===== src/hdl/tsq_pkg.sv =====
package tsq_pkg;

    // field widths
    localparam int SAMPLE_W   = 12;
    localparam int POS_W      = 16;
    localparam int SCALE_W    = 19;
    localparam int LIMIT_W    = 12;
    localparam int FRAC_W     = 16;
    localparam int ALU_W      = 17;
    localparam int CFG_IDX_W  = 3;
    localparam int CFG_DATA_W = 19;

    // default filter geometry
    localparam int SAMPLES_DEFAULT = 5;
    localparam int DROP_DEFAULT    = 1;

    localparam logic [POS_W-1:0]   IDLE_POS     = 16'hFFFF;
    localparam logic [LIMIT_W-1:0] AGREE_RESET  = 12'd50;

    // request kinds on the input stream
    localparam logic [1:0] MODE_SAMPLE = 2'd0;
    localparam logic [1:0] MODE_PEN_UP = 2'd1;
    localparam logic [1:0] MODE_CLEAR  = 2'd2;

    // register indexes
    localparam logic [CFG_IDX_W-1:0] REG_X_SCALE     = 3'd0;
    localparam logic [CFG_IDX_W-1:0] REG_X_OFFSET    = 3'd1;
    localparam logic [CFG_IDX_W-1:0] REG_Y_SCALE     = 3'd2;
    localparam logic [CFG_IDX_W-1:0] REG_Y_OFFSET    = 3'd3;
    localparam logic [CFG_IDX_W-1:0] REG_AGREE_LIMIT = 3'd4;

    typedef enum logic {
        ALU_ADD = 1'b0,
        ALU_SUB = 1'b1
    } t_alu_op;

    typedef struct packed {
        logic signed [SCALE_W-1:0] x_scale;
        logic signed [POS_W-1:0]   x_offset;
        logic signed [SCALE_W-1:0] y_scale;
        logic signed [POS_W-1:0]   y_offset;
        logic [LIMIT_W-1:0]        agree_limit;
    } t_cfg;

    typedef struct packed {
        logic             pressed;
        logic             caught;
        logic [POS_W-1:0] pos_x;
        logic [POS_W-1:0] pos_y;
        logic [POS_W-1:0] first_x;
        logic [POS_W-1:0] first_y;
        logic             read_ok;
    } t_res;

endpackage


===== src/hdl/tsq_alu.sv =====
module tsq_alu (
    input  tsq_pkg::t_alu_op            i_op,
    input  logic [tsq_pkg::ALU_W-1:0]   i_a,
    input  logic [tsq_pkg::ALU_W-1:0]   i_b,
    output logic [tsq_pkg::ALU_W-1:0]   o_res,
    output logic                        o_carry
);

    logic [tsq_pkg::ALU_W:0] wide;

    // shared add/subtract; carry out of subtract is the borrow (a < b)
    always_comb begin
        unique case (i_op)
            tsq_pkg::ALU_ADD: wide = {1'b0, i_a} + {1'b0, i_b};
            tsq_pkg::ALU_SUB: wide = {1'b0, i_a} - {1'b0, i_b};
            default:          wide = '0;
        endcase
    end

    assign o_res   = wide[tsq_pkg::ALU_W-1:0];
    assign o_carry = wide[tsq_pkg::ALU_W];

endmodule


===== src/hdl/tsq_core.sv =====
module tsq_core #(
    parameter int SAMPLES_PER_READ = tsq_pkg::SAMPLES_DEFAULT,
    parameter int DROP_EACH_END    = tsq_pkg::DROP_DEFAULT
) (
    input  logic                            i_clk,
    input  logic                            i_rst_n,
    input  logic                            i_in_valid,
    output logic                            o_in_ready,
    input  logic [1:0]                      i_mode,
    input  logic [tsq_pkg::SAMPLE_W-1:0]    i_sample,
    input  logic                            i_raw_mode,
    input  tsq_pkg::t_cfg                   i_cfg,
    output logic                            o_res_valid,
    input  logic                            i_res_ready,
    output tsq_pkg::t_res                   o_res
);

    localparam int N      = SAMPLES_PER_READ;
    localparam int DE     = (2 * DROP_EACH_END >= N) ? (N - 1) / 2 : DROP_EACH_END;
    localparam int K      = N - 2 * DE;
    localparam int LAST   = N - DE - 1;
    localparam int IDX_W  = $clog2(N);
    localparam int SUM_W  = $clog2(K * (2 ** tsq_pkg::SAMPLE_W - 1) + 1);
    localparam int PROD_W = tsq_pkg::SCALE_W + tsq_pkg::SAMPLE_W + 1;
    localparam int SW     = tsq_pkg::SAMPLE_W;
    localparam int AW     = tsq_pkg::ALU_W;
    localparam int PW     = tsq_pkg::POS_W;

    // sum / K as (sum * ceil(2^DIV_SH / K)) >> DIV_SH, exact for every SUM_W-bit sum
    localparam int DIV_SH  = SUM_W + $clog2(K);
    localparam int RECIP_W = SUM_W + 1;
    localparam int DPROD_W = SUM_W + RECIP_W;
    localparam logic [RECIP_W-1:0] RECIP = RECIP_W'((2 ** DIV_SH + K - 1) / K);

    typedef enum logic [10:0] {
        S_IDLE = 11'b000_0000_0001,
        S_INS  = 11'b000_0000_0010,
        S_SUM  = 11'b000_0000_0100,
        S_DIV  = 11'b000_0000_1000,
        S_AD1  = 11'b000_0001_0000,
        S_AD2  = 11'b000_0010_0000,
        S_AD3  = 11'b000_0100_0000,
        S_AVG  = 11'b000_1000_0000,
        S_MUL  = 11'b001_0000_0000,
        S_OFF  = 11'b010_0000_0000,
        S_FIN  = 11'b100_0000_0000
    } t_state;

    t_state r_state, n_state;
    logic [IDX_W-1:0]  r_slot, n_slot;
    logic [1:0]        r_grp, n_grp;
    logic [IDX_W-1:0]  r_idx, n_idx;
    logic [SW-1:0]     r_sample, n_sample;
    logic              r_raw, n_raw;
    logic              r_last, n_last;
    logic [SW-1:0]     r_srt [N];
    logic [SW-1:0]     n_srt [N];
    logic [AW-1:0]     r_acc, n_acc;
    logic [SW-1:0]     r_mean [4];
    logic [SW-1:0]     n_mean [4];
    logic              r_ax, n_ax;
    logic              r_ok, n_ok;
    logic [SW-1:0]     r_avg, n_avg;
    logic signed [PROD_W-1:0] r_prod, n_prod;
    logic [PW-1:0]     r_cur_x, n_cur_x, r_cur_y, n_cur_y;
    logic [PW-1:0]     r_press_x, n_press_x, r_press_y, n_press_y;
    logic              r_held, n_held, r_caught, n_caught;
    logic              r_penup, n_penup;

    // shared unit hookup
    tsq_pkg::t_alu_op  alu_op;
    logic [AW-1:0]     alu_a, alu_b, alu_res;
    logic              alu_carry;

    logic [SW-1:0]     srt_rd;
    logic [IDX_W-1:0]  idx_up;
    logic [SW-1:0]     mean_a, mean_b;
    logic signed [tsq_pkg::SCALE_W-1:0] scale_sel;
    logic [PW-1:0]     off_sel;
    logic signed [PROD_W-1:0] mul_res;
    logic [DPROD_W-1:0] div_prod;
    logic [SW-1:0]     quo;
    logic [SW-1:0]     avg_new;
    logic              in_acc;

    // values that the finishing step leaves behind
    logic              f_held, f_caught;
    logic [PW-1:0]     f_cur_x, f_cur_y, f_press_x, f_press_y;

    tsq_alu u_alu (
        .i_op    (alu_op),
        .i_a     (alu_a),
        .i_b     (alu_b),
        .o_res   (alu_res),
        .o_carry (alu_carry)
    );

    assign o_in_ready = (r_state == S_IDLE);
    assign in_acc     = i_in_valid && o_in_ready;
    assign srt_rd     = r_srt[r_idx];
    assign idx_up     = r_idx + IDX_W'(1);
    assign mean_a     = r_ax ? r_mean[1] : r_mean[0];
    assign mean_b     = r_ax ? r_mean[3] : r_mean[2];
    assign scale_sel  = r_ax ? i_cfg.y_scale : i_cfg.x_scale;
    assign off_sel    = r_ax ? i_cfg.y_offset : i_cfg.x_offset;
    assign mul_res    = scale_sel * $signed({1'b0, r_avg});
    assign div_prod   = DPROD_W'(r_acc[SUM_W-1:0]) * DPROD_W'(RECIP);
    assign quo        = div_prod[DIV_SH +: SW];
    assign avg_new    = alu_res[SW:1];

    // operand select for the shared unit
    always_comb begin
        alu_op = tsq_pkg::ALU_SUB;
        alu_a  = '0;
        alu_b  = '0;
        unique case (r_state)
            S_INS: begin
                alu_a = AW'(r_sample);
                alu_b = AW'(srt_rd);
            end
            S_SUM: begin
                alu_op = tsq_pkg::ALU_ADD;
                alu_a  = r_acc;
                alu_b  = AW'(srt_rd);
            end
            S_AD1: begin
                alu_a = AW'(mean_a);
                alu_b = AW'(mean_b);
            end
            S_AD2: begin
                alu_a = AW'(mean_b);
                alu_b = AW'(mean_a);
            end
            S_AD3: begin
                alu_a = r_acc;
                alu_b = AW'(i_cfg.agree_limit);
            end
            S_AVG: begin
                alu_op = tsq_pkg::ALU_ADD;
                alu_a  = AW'(mean_a);
                alu_b  = AW'(mean_b);
            end
            S_OFF: begin
                alu_op = tsq_pkg::ALU_ADD;
                alu_a  = AW'(r_prod[PROD_W-1:tsq_pkg::FRAC_W]);
                alu_b  = AW'(off_sel);
            end
            default: begin
                alu_op = tsq_pkg::ALU_SUB;
            end
        endcase
    end

    // press/idle bookkeeping at result time
    always_comb begin
        f_held    = r_held;
        f_caught  = r_caught;
        f_cur_x   = r_cur_x;
        f_cur_y   = r_cur_y;
        f_press_x = r_press_x;
        f_press_y = r_press_y;
        if (r_penup) begin
            if (r_held) begin
                f_held = 1'b0;
            end else begin
                f_press_x = '0;
                f_press_y = '0;
                f_cur_x   = tsq_pkg::IDLE_POS;
                f_cur_y   = tsq_pkg::IDLE_POS;
            end
        end else begin
            f_held = 1'b1;
            if (!r_held) begin
                f_caught  = 1'b1;
                f_press_x = r_cur_x;
                f_press_y = r_cur_y;
            end
        end
    end

    assign o_res_valid   = (r_state == S_FIN);
    assign o_res.pressed = f_held;
    assign o_res.caught  = f_caught;
    assign o_res.pos_x   = f_cur_x;
    assign o_res.pos_y   = f_cur_y;
    assign o_res.first_x = f_press_x;
    assign o_res.first_y = f_press_y;
    assign o_res.read_ok = r_ok && !r_penup;

    // sequencer
    always_comb begin
        n_state   = r_state;
        n_slot    = r_slot;
        n_grp     = r_grp;
        n_idx     = r_idx;
        n_sample  = r_sample;
        n_raw     = r_raw;
        n_last    = r_last;
        n_srt     = r_srt;
        n_acc     = r_acc;
        n_mean    = r_mean;
        n_ax      = r_ax;
        n_ok      = r_ok;
        n_avg     = r_avg;
        n_prod    = r_prod;
        n_cur_x   = r_cur_x;
        n_cur_y   = r_cur_y;
        n_press_x = r_press_x;
        n_press_y = r_press_y;
        n_held    = r_held;
        n_caught  = r_caught;
        n_penup   = r_penup;
        unique case (r_state)
            S_IDLE: begin
                if (in_acc) begin
                    priority case (i_mode)
                        tsq_pkg::MODE_SAMPLE: begin
                            n_sample = i_sample;
                            n_raw    = i_raw_mode;
                            n_last   = (r_slot == IDX_W'(N - 1));
                            n_slot   = (r_slot == IDX_W'(N - 1)) ? '0 : r_slot + IDX_W'(1);
                            if (r_slot == '0) begin
                                n_srt[0] = i_sample;
                            end else begin
                                n_idx   = r_slot - IDX_W'(1);
                                n_state = S_INS;
                            end
                        end
                        tsq_pkg::MODE_PEN_UP: begin
                            n_slot  = '0;
                            n_grp   = '0;
                            n_penup = 1'b1;
                            n_state = S_FIN;
                        end
                        tsq_pkg::MODE_CLEAR: begin
                            n_caught = 1'b0;
                        end
                        default: begin
                            n_state = S_IDLE;
                        end
                    endcase
                end
            end
            // insertion step: shift the larger entry up or drop the sample in
            S_INS: begin
                if (alu_carry) begin
                    n_srt[idx_up] = srt_rd;
                    if (r_idx == '0) begin
                        n_srt[0] = r_sample;
                    end else begin
                        n_idx = r_idx - IDX_W'(1);
                    end
                end else begin
                    n_srt[idx_up] = r_sample;
                end
                if (!alu_carry || r_idx == '0) begin
                    if (r_last) begin
                        n_acc   = '0;
                        n_idx   = IDX_W'(DE);
                        n_state = S_SUM;
                    end else begin
                        n_state = S_IDLE;
                    end
                end
            end
            // sum of the kept middle entries
            S_SUM: begin
                n_acc = alu_res;
                if (r_idx == IDX_W'(LAST)) begin
                    n_state = S_DIV;
                end else begin
                    n_idx = idx_up;
                end
            end
            // mean of the kept entries: multiply by the reciprocal of the kept count
            S_DIV: begin
                n_mean[r_grp] = quo;
                if (r_grp == 2'd3) begin
                    n_grp   = '0;
                    n_ok    = 1'b1;
                    n_ax    = 1'b0;
                    n_penup = 1'b0;
                    n_state = S_AD1;
                end else begin
                    n_grp   = r_grp + 2'd1;
                    n_state = S_IDLE;
                end
            end
            // per-axis agreement: |a - b| < limit
            S_AD1: begin
                n_acc   = alu_res;
                n_state = alu_carry ? S_AD2 : S_AD3;
            end
            S_AD2: begin
                n_acc   = alu_res;
                n_state = S_AD3;
            end
            S_AD3: begin
                if (!alu_carry) begin
                    n_ok = 1'b0;
                end
                if (!r_ax) begin
                    n_ax    = 1'b1;
                    n_state = S_AD1;
                end else begin
                    n_ax    = 1'b0;
                    n_state = (r_ok && alu_carry) ? S_AVG : S_FIN;
                end
            end
            // averaged reading, then optional screen mapping
            S_AVG: begin
                if (r_raw) begin
                    if (r_ax) begin
                        n_cur_y = PW'(avg_new);
                        n_ax    = 1'b0;
                        n_state = S_FIN;
                    end else begin
                        n_cur_x = PW'(avg_new);
                        n_ax    = 1'b1;
                    end
                end else begin
                    n_avg   = avg_new;
                    n_state = S_MUL;
                end
            end
            S_MUL: begin
                n_prod  = mul_res;
                n_state = S_OFF;
            end
            S_OFF: begin
                if (r_ax) begin
                    n_cur_y = alu_res[PW-1:0];
                    n_ax    = 1'b0;
                    n_state = S_FIN;
                end else begin
                    n_cur_x = alu_res[PW-1:0];
                    n_ax    = 1'b1;
                    n_state = S_AVG;
                end
            end
            S_FIN: begin
                if (i_res_ready) begin
                    n_held    = f_held;
                    n_caught  = f_caught;
                    n_cur_x   = f_cur_x;
                    n_cur_y   = f_cur_y;
                    n_press_x = f_press_x;
                    n_press_y = f_press_y;
                    n_state   = S_IDLE;
                end
            end
            default: begin
                n_state = S_IDLE;
            end
        endcase
    end

    // control state
    always_ff @(posedge i_clk) begin
        if (!i_rst_n) begin
            r_state   <= S_IDLE;
            r_slot    <= '0;
            r_grp     <= '0;
            r_ax      <= 1'b0;
            r_ok      <= 1'b0;
            r_penup   <= 1'b0;
            r_cur_x   <= '0;
            r_cur_y   <= '0;
            r_press_x <= '0;
            r_press_y <= '0;
            r_held    <= 1'b0;
            r_caught  <= 1'b0;
        end else begin
            r_state   <= n_state;
            r_slot    <= n_slot;
            r_grp     <= n_grp;
            r_ax      <= n_ax;
            r_ok      <= n_ok;
            r_penup   <= n_penup;
            r_cur_x   <= n_cur_x;
            r_cur_y   <= n_cur_y;
            r_press_x <= n_press_x;
            r_press_y <= n_press_y;
            r_held    <= n_held;
            r_caught  <= n_caught;
        end
    end

    // datapath
    always_ff @(posedge i_clk) begin
        r_idx    <= n_idx;
        r_sample <= n_sample;
        r_raw    <= n_raw;
        r_last   <= n_last;
        r_srt    <= n_srt;
        r_acc    <= n_acc;
        r_mean   <= n_mean;
        r_avg    <= n_avg;
        r_prod   <= n_prod;
    end

endmodule


===== src/hdl/touch_sample_qualifier.sv =====
// A sample that opens a group is stored directly; any other sample is inserted into the sorted group
// (insertion into the sorted group, one compare per cycle on the shared adder).
// Closing a group adds a sum over the kept entries and a divide step (reciprocal multiply).
// Closing a scan: agreement check on both axes, then raw averaging or scaled mapping when both agree, then output.
// One request at a time: a new request is taken only once the last one is done; a pen-up goes straight to output.
// Reset (sync, active low) clears flags, positions and counters; agree_limit resets to 50.
module touch_sample_qualifier #(
    parameter int SAMPLES_PER_READ = tsq_pkg::SAMPLES_DEFAULT,
    parameter int DROP_EACH_END    = tsq_pkg::DROP_DEFAULT
) (
    input  logic                              i_clk,
    input  logic                              i_rst_n,
    input  logic                              s_axis_tvalid,
    output logic                              s_axis_tready,
    input  logic [15:0]                       s_axis_tdata,  // [11:0] sample
    input  logic [2:0]                        s_axis_tuser,  // [1:0] mode, [2] raw_mode
    output logic                              m_axis_tvalid,
    input  logic                              m_axis_tready,
    output logic [63:0]                       m_axis_tdata,  // pos_x, pos_y, first_x, first_y
    output logic [2:0]                        m_axis_tuser,  // pressed, caught, read_ok
    input  logic                              i_cfg_valid,
    output logic                              o_cfg_ready,
    input  logic [tsq_pkg::CFG_IDX_W-1:0]     i_cfg_index,
    input  logic [tsq_pkg::CFG_DATA_W-1:0]    i_cfg_data
);

    tsq_pkg::t_cfg r_cfg;
    tsq_pkg::t_res core_res, r_out;
    logic          core_res_valid, res_ready;
    logic          r_out_valid;

    // register file
    assign o_cfg_ready = 1'b1;

    always_ff @(posedge i_clk) begin
        if (!i_rst_n) begin
            r_cfg.x_scale     <= '0;
            r_cfg.x_offset    <= '0;
            r_cfg.y_scale     <= '0;
            r_cfg.y_offset    <= '0;
            r_cfg.agree_limit <= tsq_pkg::AGREE_RESET;
        end else if (i_cfg_valid && o_cfg_ready) begin
            unique case (i_cfg_index)
                tsq_pkg::REG_X_SCALE:
                    r_cfg.x_scale <= $signed(i_cfg_data[tsq_pkg::SCALE_W-1:0]);
                tsq_pkg::REG_X_OFFSET:
                    r_cfg.x_offset <= $signed(i_cfg_data[tsq_pkg::POS_W-1:0]);
                tsq_pkg::REG_Y_SCALE:
                    r_cfg.y_scale <= $signed(i_cfg_data[tsq_pkg::SCALE_W-1:0]);
                tsq_pkg::REG_Y_OFFSET:
                    r_cfg.y_offset <= $signed(i_cfg_data[tsq_pkg::POS_W-1:0]);
                tsq_pkg::REG_AGREE_LIMIT:
                    r_cfg.agree_limit <= i_cfg_data[tsq_pkg::LIMIT_W-1:0];
                default: begin
                end
            endcase
        end
    end

    tsq_core #(
        .SAMPLES_PER_READ (SAMPLES_PER_READ),
        .DROP_EACH_END    (DROP_EACH_END)
    ) u_core (
        .i_clk       (i_clk),
        .i_rst_n     (i_rst_n),
        .i_in_valid  (s_axis_tvalid),
        .o_in_ready  (s_axis_tready),
        .i_mode      (s_axis_tuser[1:0]),
        .i_sample    (s_axis_tdata[tsq_pkg::SAMPLE_W-1:0]),
        .i_raw_mode  (s_axis_tuser[2]),
        .i_cfg       (r_cfg),
        .o_res_valid (core_res_valid),
        .i_res_ready (res_ready),
        .o_res       (core_res)
    );

    // output register: takes a new result as the old one leaves
    assign res_ready = !r_out_valid || m_axis_tready;

    always_ff @(posedge i_clk) begin
        if (!i_rst_n) begin
            r_out_valid <= 1'b0;
        end else if (core_res_valid && res_ready) begin
            r_out_valid <= 1'b1;
        end else if (m_axis_tready) begin
            r_out_valid <= 1'b0;
        end
    end

    always_ff @(posedge i_clk) begin
        if (core_res_valid && res_ready) begin
            r_out <= core_res;
        end
    end

    assign m_axis_tvalid = r_out_valid;
    assign m_axis_tdata  = {r_out.first_y, r_out.first_x, r_out.pos_y, r_out.pos_x};
    assign m_axis_tuser  = {r_out.read_ok, r_out.caught, r_out.pressed};

endmodule


===== config.mk =====
export PLATFORM = sky130hd
export DESIGN_NAME = touch_sample_qualifier
export DESIGN_NICKNAME = d
export VERILOG_FILES = /design/src/hdl/tsq_pkg.sv /design/src/hdl/tsq_alu.sv /design/src/hdl/tsq_core.sv /design/src/hdl/touch_sample_qualifier.sv
export SDC_FILE = /design/constraint.sdc
export NUM_CORES = 1
export LEC_CHECK = 0
export ABC_CLOCK_PERIOD_IN_PS = 7500
export BUFFER_PORTS_ARGS = -buffer_cell sky130_fd_sc_hd__buf_4
export CORE_MARGIN = 2
export CORE_UTILIZATION = 38
export CTS_BUF_LIST = sky130_fd_sc_hd__clkbuf_16
export CTS_CLUSTER_DIAMETER = 40
export DETAILED_ROUTE_END_ITERATION = 8
export PLACE_DENSITY_LB_ADDON = 0.05
export SETUP_SLACK_MARGIN = 0.02
export SYNTH_ARGS = -nofsm -noshare
export SYNTH_HDL_FRONTEND = slang
export SYNTH_SLANG_ARGS = --single-unit

===== constraint.sdc =====
create_clock -name i_clk -period 7.5 [get_ports i_clk]
set_input_delay 0.375 -clock i_clk [delete_from_list [all_inputs] [get_ports i_clk]]
set_output_delay 0.375 -clock i_clk [all_outputs]
set_load 0.01 [all_outputs]

Word level (Yosys, flattened, before mapping):

Index checks and enable logic that the tools add are counted.

* magnitude comparators: 5
* divide/modulo/power cells: 0
* $add $sub $neg: 7
* equality and inequality tests: 41
* multiplexer cells: 96
* $mul: 2
* bitwise logic cells: 4
* shift-type cells: 0
* reductions and logical operators: 51

Operators with widths (count)
* 16-bit 2-to-1 mux: 19
* 11-bit one-hot mux with 11 select lines: 1
* 60-bit bitwise mux: 2
* 12-bit 2-to-1 mux: 10
* 11-bit 2-to-1 mux: 10
* 16-bit one-hot mux with 3 select lines: 2
* 17-bit one-hot mux with 5 select lines: 1
* 16-bit one-hot mux with 5 select lines: 1
* 60-bit 2-to-1 mux: 1
* 48-bit bitwise mux: 1
* 12-bit binary-select mux with 3-bit select: 1
* 12-bit demux with 3-bit select: 1
* 18-bit one-hot mux with 2 select lines: 1
* 17-bit 2-to-1 mux: 2
* 17-bit one-hot mux with 2 select lines: 1
* 11-bit one-hot mux with 3 select lines: 1
* 19-bit by 13-bit multiplier with 32-bit output: 1
* 3-bit 2-to-1 mux: 10
* 14-bit by 14-bit multiplier with 27-bit output, second input constant: 1
* 12-bit demux with 2-bit select: 1
* 12-bit one-hot mux with 2 select lines: 1
* 2-bit inequality test, second input constant: 11
* 19-bit 2-to-1 mux: 1
* 17-bit by 16-bit adder with 18-bit output: 1
* other kinds (52): 124

* latch bits: 0
* memories: 0
* output and inout bits: 70
* logic and storage cells: 247
* input bits: 46
* bits in writable memories: 0
* memory bits (read-only): 0
* register bits after elaboration: 421

Logic depth before layout (Yosys ltp):

* word-level depth: 11
* mapped depth: 27
* mapped depth without buffers: 22

Cells and area by module:

From an unflattened synthesis, not the netlist that was laid out.

* cells, all modules: 3083
* area, all modules: 30220.2 um^2

Modules (own cells, without submodules)
* tsq_core: area an instance 23896.7 um^2, seq. area each 6806.5 um^2, cells each 2533, instances 1
* touch_sample_qualifier: area an instance 5103.6 um^2, seq. area each 3673.5 um^2, cells each 369, instances 1
* tsq_alu: area an instance 1219.9 um^2, seq. area each 0.0 um^2, cells each 181, instances 1

Worst setup path before layout:

OpenSTA, ideal clock, no wires.

* path kind: register -> register
* start: reg u_core.r_ax
* end: reg u_core.r_prod[31], data pin
* library setup time: 0.260 ns
* required time: 7.240 ns
* period minus slack after synthesis: 6.856 ns
* path buffers: 5
* data arrival time: 6.596 ns
* stages on the path, launching flop included: 25
* slack: 0.644 ns
* cells stage by stage: dfxtp_1 clkbuf_1 buf_2 buf_2 buf_1 mux2_2 clkbuf_1 and2_1 fa_1 fa_1 inv_1 fa_1 fa_1 inv_1 fa_1 ha_1 a211oi_1 o21ai_0 a211o_1 a21oi_1 o311ai_0 a41oi_1 o21ai_0 a21oi_1 xnor2_1

* word-level cells in the longest chain between the ends: 2

RTL lines
* from (decl): RTL line tsq_core.sv:61 `logic r_ax, n_ax;`
* from (signal assigned): RTL line tsq_core.sv:377 `r_ax <= n_ax;`
* 19-bit 2-to-1 mux: RTL line tsq_core.sv:104 `assign scale_sel = r_ax ? i_cfg.y_scale : i_cfg.x_scale;`
* 19-bit by 13-bit multiplier with 32-bit output: RTL line tsq_core.sv:106 `assign mul_res = scale_sel * $signed({1'b0, r_avg});`
* named net u_core.mul_res[31]: RTL line tsq_core.sv:80 `logic signed [PROD_W-1:0] mul_res;`
* to (signal assigned): RTL line tsq_core.sv:399 `r_prod <= n_prod;`
* to (decl): RTL line tsq_core.sv:64 `logic signed [PROD_W-1:0] r_prod, n_prod;`

The timed path passes the listed nets, and every way through them passes these cells.
A chain may end at the register's enable or synchronous reset.

Worst setup path after layout:

Same ends and word-level chain as after synthesis.

==> flow_summary.yaml <==
setup_path:
  critPathBufInv: 2
  r2r_cells: 19
  reg2reg_from: "u_core.r_ax"
  required_ps: 7870
  critPathLaunchType: "flip-flop"
  slowest_delay_ps: 570
  crit_chain: "mux2_2 -> and2_1 -> fa_1 -> fa_1 -> inv_1 -> fa_1 -> fa_1 -> inv_1 -> fa_1 -> ha_1 -> a211oi_1 -> o21ai_0 -> a211o_1 -> a21oi_1 -> o311ai_1 -> a41oi_1 -> o21ai_0 -> a21oi_1 -> xnor2_1"
  path_max_fanout: 18
  crit_slowest_cell: "fa_1"
  critPathKind: "reg -> reg"
  cp_top_family: "adder cells"
  rr_endpoint: "u_core.r_prod[31]"
  endpoint_kind: "flip-flop"
  reg2reg_slack_ps: 530
  cp.arrival_ps: 7340
  cp_common_cell: "fa_1"
synthesis:
  synth_top_family_by_area: "adder cells"
  synth-adder-area-share_pct: 25.84
  async_reset_ff_share_pct: 0
  yosysTopAreaCellShare_pct: 24.11
  synth_compound_area_share_pct: 10.73
  synth-simple-area-share_pct: 15.33
  synth.area.top_cells: "edfxtp_1 24%, fa_1 18%, dfxtp_1 11%, ha_1 7.9%, nand2_1 6.0%"
  synth-edff-count: 237
  synth_cell_types: 87
  syn_area_sq_um: 29510
  syn_area_per_cell_sq_um: 9.808
  synth_ff_type: "edfxtp_1"
  synth.area.mux_share_pct: 3.654
  yosys.area.top_type: "edfxtp_1"
  synth_nets: 3506
  ys_seq_elements: 405
  synth_seq_area_share_pct: 35.51
  syn_inst: 3009
  yosys.area_share.xor_xnor_pct: 1.920
  ys_warn_count: 0
clock_tree:
  cts_tree: "built"
  path_clk_slew_ps: 60
  clkLatencyLatePin_ps: 630
  htree_levels: 2
  clkSinkCount: 405
  numCtsBuffers: 60
  cts-root-buf: "clkbuf_16"
  cts_max_path_buffers: 3
sta:
  fin_crit_ps: 6969
  grt_setup_unrepaired: "no"
  slew_violations: 0
  finalCritPeriodShare_pct: 92.93
  finClkSkew_ps: 16.41
  tightest_slew_ps: 1341
  setup_viol_count_final: 0
  max_slew_margin_pct: 10.26
  timing.fmax_mhz: 143.5
  tns_ps: 0
  hold_viol_final: 0
  final.setup.worst_slack_ps: 530.6
global_route:
  grt.total_usage_pct: 22.29
  grt_pass1_vias: 22400
  antenna_found_initial: 2
  overflow: 0
  grt_max_degree: 99
  grt_pass1_wl_um: 135200
run_status:
  outcome: "complete, no violations"
power:
  powerDensity_nw_per_um2: 186.2
  leakagePower_uw: 0.01413
  ir_drop_uv: 193.1
detailed_routing:
  via_per_inst: 5.207
  num_vias: 21810
  firstDrtPassIters: 6
  ant_nets: 0
  wl_per_cell_um: 20.91
  drc_errors: 0
  wl_um: 87580
  drt_iter0_markers: 1298
finish:
  syn_to_final_growth_pct: 14.02
  multi_input_area_sq_um: 17000
  fin_nets: 3593
  fill_cells: 7490
  layout_commonest_cell: "nand2_1"
  final_area_sq_um: 33650
  seqCellArea_sq_um: 10480
  drive_gt1_share_pct: 11.15
  mostFrequentLayoutCells: "469 x nand2_1, 390 x inv_1, 264 x fa_1"
die:
  die_height_um: 282.7
  rows: 102
  dieArea_sq_um: 79910
  dieWidth_um: 282.7
  initial_utilization_pct: 38.22
  coreArea_sq_um: 77210
  ios: 116
hold_path:
  hold_start: "i_cfg_data[4]"
  hp-class: "in -> reg"
  holdPathEnd: "r_cfg[4]"
  holdPathStages: 3
flow_run:
  drv_cap: 0
placed_design:
  place_ws_ps: 259.6
  hpwl_um: 67070
  io_buffer_count: 110
  place_congestion: 0.8834
  place_area_sq_um: 31470
==> kinds of logic after synthesis <==
logic type	Yosys count
flip-flops	405
XOR/XNOR	63
AND/OR/NAND/NOR	970
multiplexers	93
adder cells (fa/ha/maj)	451
buffers and inverters	538
AO/OA/AOI/OAI	488
other	1
==> timing repair <==
action,in CTS,in global routing
endpoints found under the hold margin,14,0
hold buffers,14,0
gates resized for setup,0,1
setup buffers,0,0
setup endpoints to repair,0,1
==> layout make-up <==
type,instances,area share (%)
clock buffer,61,4.536
antenna,1,0.007436
clock inverter,53,1.524
timing repair buffer,176,4.068
multi-input combinational,2066,50.51
sequential,405,31.15
inverter,387,4.332
tap,1040,3.867
==> worst reg2reg max path: stages (launching register included) <==
cell      delay [ps]
dfxtp_4          560
mux2_2           530
and2_1           240
fa_1             500
fa_1             570
inv_1             60
fa_1             470
fa_1             500
inv_1             50
fa_1             460
ha_1             340
a211oi_1         230
o21ai_0          200
a211o_1          310
a21oi_1          400
o311ai_1         310
a41oi_1          480
o21ai_0          210
a21oi_1          210
xnor2_1           90
==> how the worst max path moves through the flow <==
stage	start	end	slack (ps)	cells past startpoint
finish	u_core.r_ax	u_core.r_prod[31]	530	19
global route	u_core.r_ax	u_core.r_prod[31]	160	19
CTS	u_core.r_ax	u_core.r_prod[31]	220	21
detailed placement	u_core.r_ax	u_core.r_prod[31]	260	21
global placement	u_core.r_ax	u_core.r_prod[31]	330	21
floorplan	u_core.r_ax	u_core.r_prod[31]	640	24
==> stage by stage <==
step | hold WS (ps) | power, uW | util [%] | instances
final | 14.56 | 6265 | 43.58 | 4189
after global routing | 25.74 | 6509 | 43.58 | 4189
after CTS | 2.691 | 6311 | 43.58 | 4188
after detailed placement | 443.9 | 3500 | 40.76 | 4060
after global placement | 438.1 | 3489 | 40.76 | 4060
after floorplan | 432.9 | 3144 | - | 3009
==> layer usage <==
layer  up-vias  wire [um]  global-route usage, %
met5         -         13                      0
met4         2       2024                  5.508
met3       103       3443                  2.362
met2       468      41780                  37.42
met1     10990      40320                  30.81
li1      10250          -                      -
==> cell usage after synthesis (18+ instances only) <==
cell type  count
xor2_1        22
o21ai_0       91
nand2b_1      54
xnor2_1       39
buf_1         19
a21o_1        18
nand2_1      469
buf_2         18
dfxtp_1      168
a22o_1        20
clkbuf_1     109
and2_1       115
ha_1         187
fa_1         264
nand3_1       39
mux2_2        37
a21oi_1      178
nor2_1       160
nor2b_1       23
nor3_1        31
o22ai_1       21
mux2i_1       47
edfxtp_1     237
inv_1        385
==> where the power goes <==
group          switching, uW  total (uW)  internal (uW)  leakage, uW
combinational            655         999            345      0.00954
clock                   1160        2800           1640      0.00100
sequential              47.3        2470           2420      0.00359
==> flip-flops by register name, summed over array words and instances (netlist names), 2 cells and up <==
| signal | cells |
|---|---|
| u_core.r_idx | 3 |
| r_cfg | 82 |
| u_core.r_press_y | 16 |
| u_core.r_sample | 12 |
| u_core.r_mean | 48 |
| u_core.r_grp | 2 |
| u_core.r_srt | 60 |
| u_core.r_prod | 16 |
| m_axis_tdata | 64 |
| u_core.r_press_x | 16 |
| u_core.r_avg | 12 |
| u_core.r_cur_x | 16 |
| u_core.r_slot | 3 |
| u_core.r_cur_y | 16 |
| u_core.r_acc | 17 |
| u_core.r_state | 11 |
| m_axis_tuser | 3 |
Note: power is estimated with default switching activity, not from simulation.
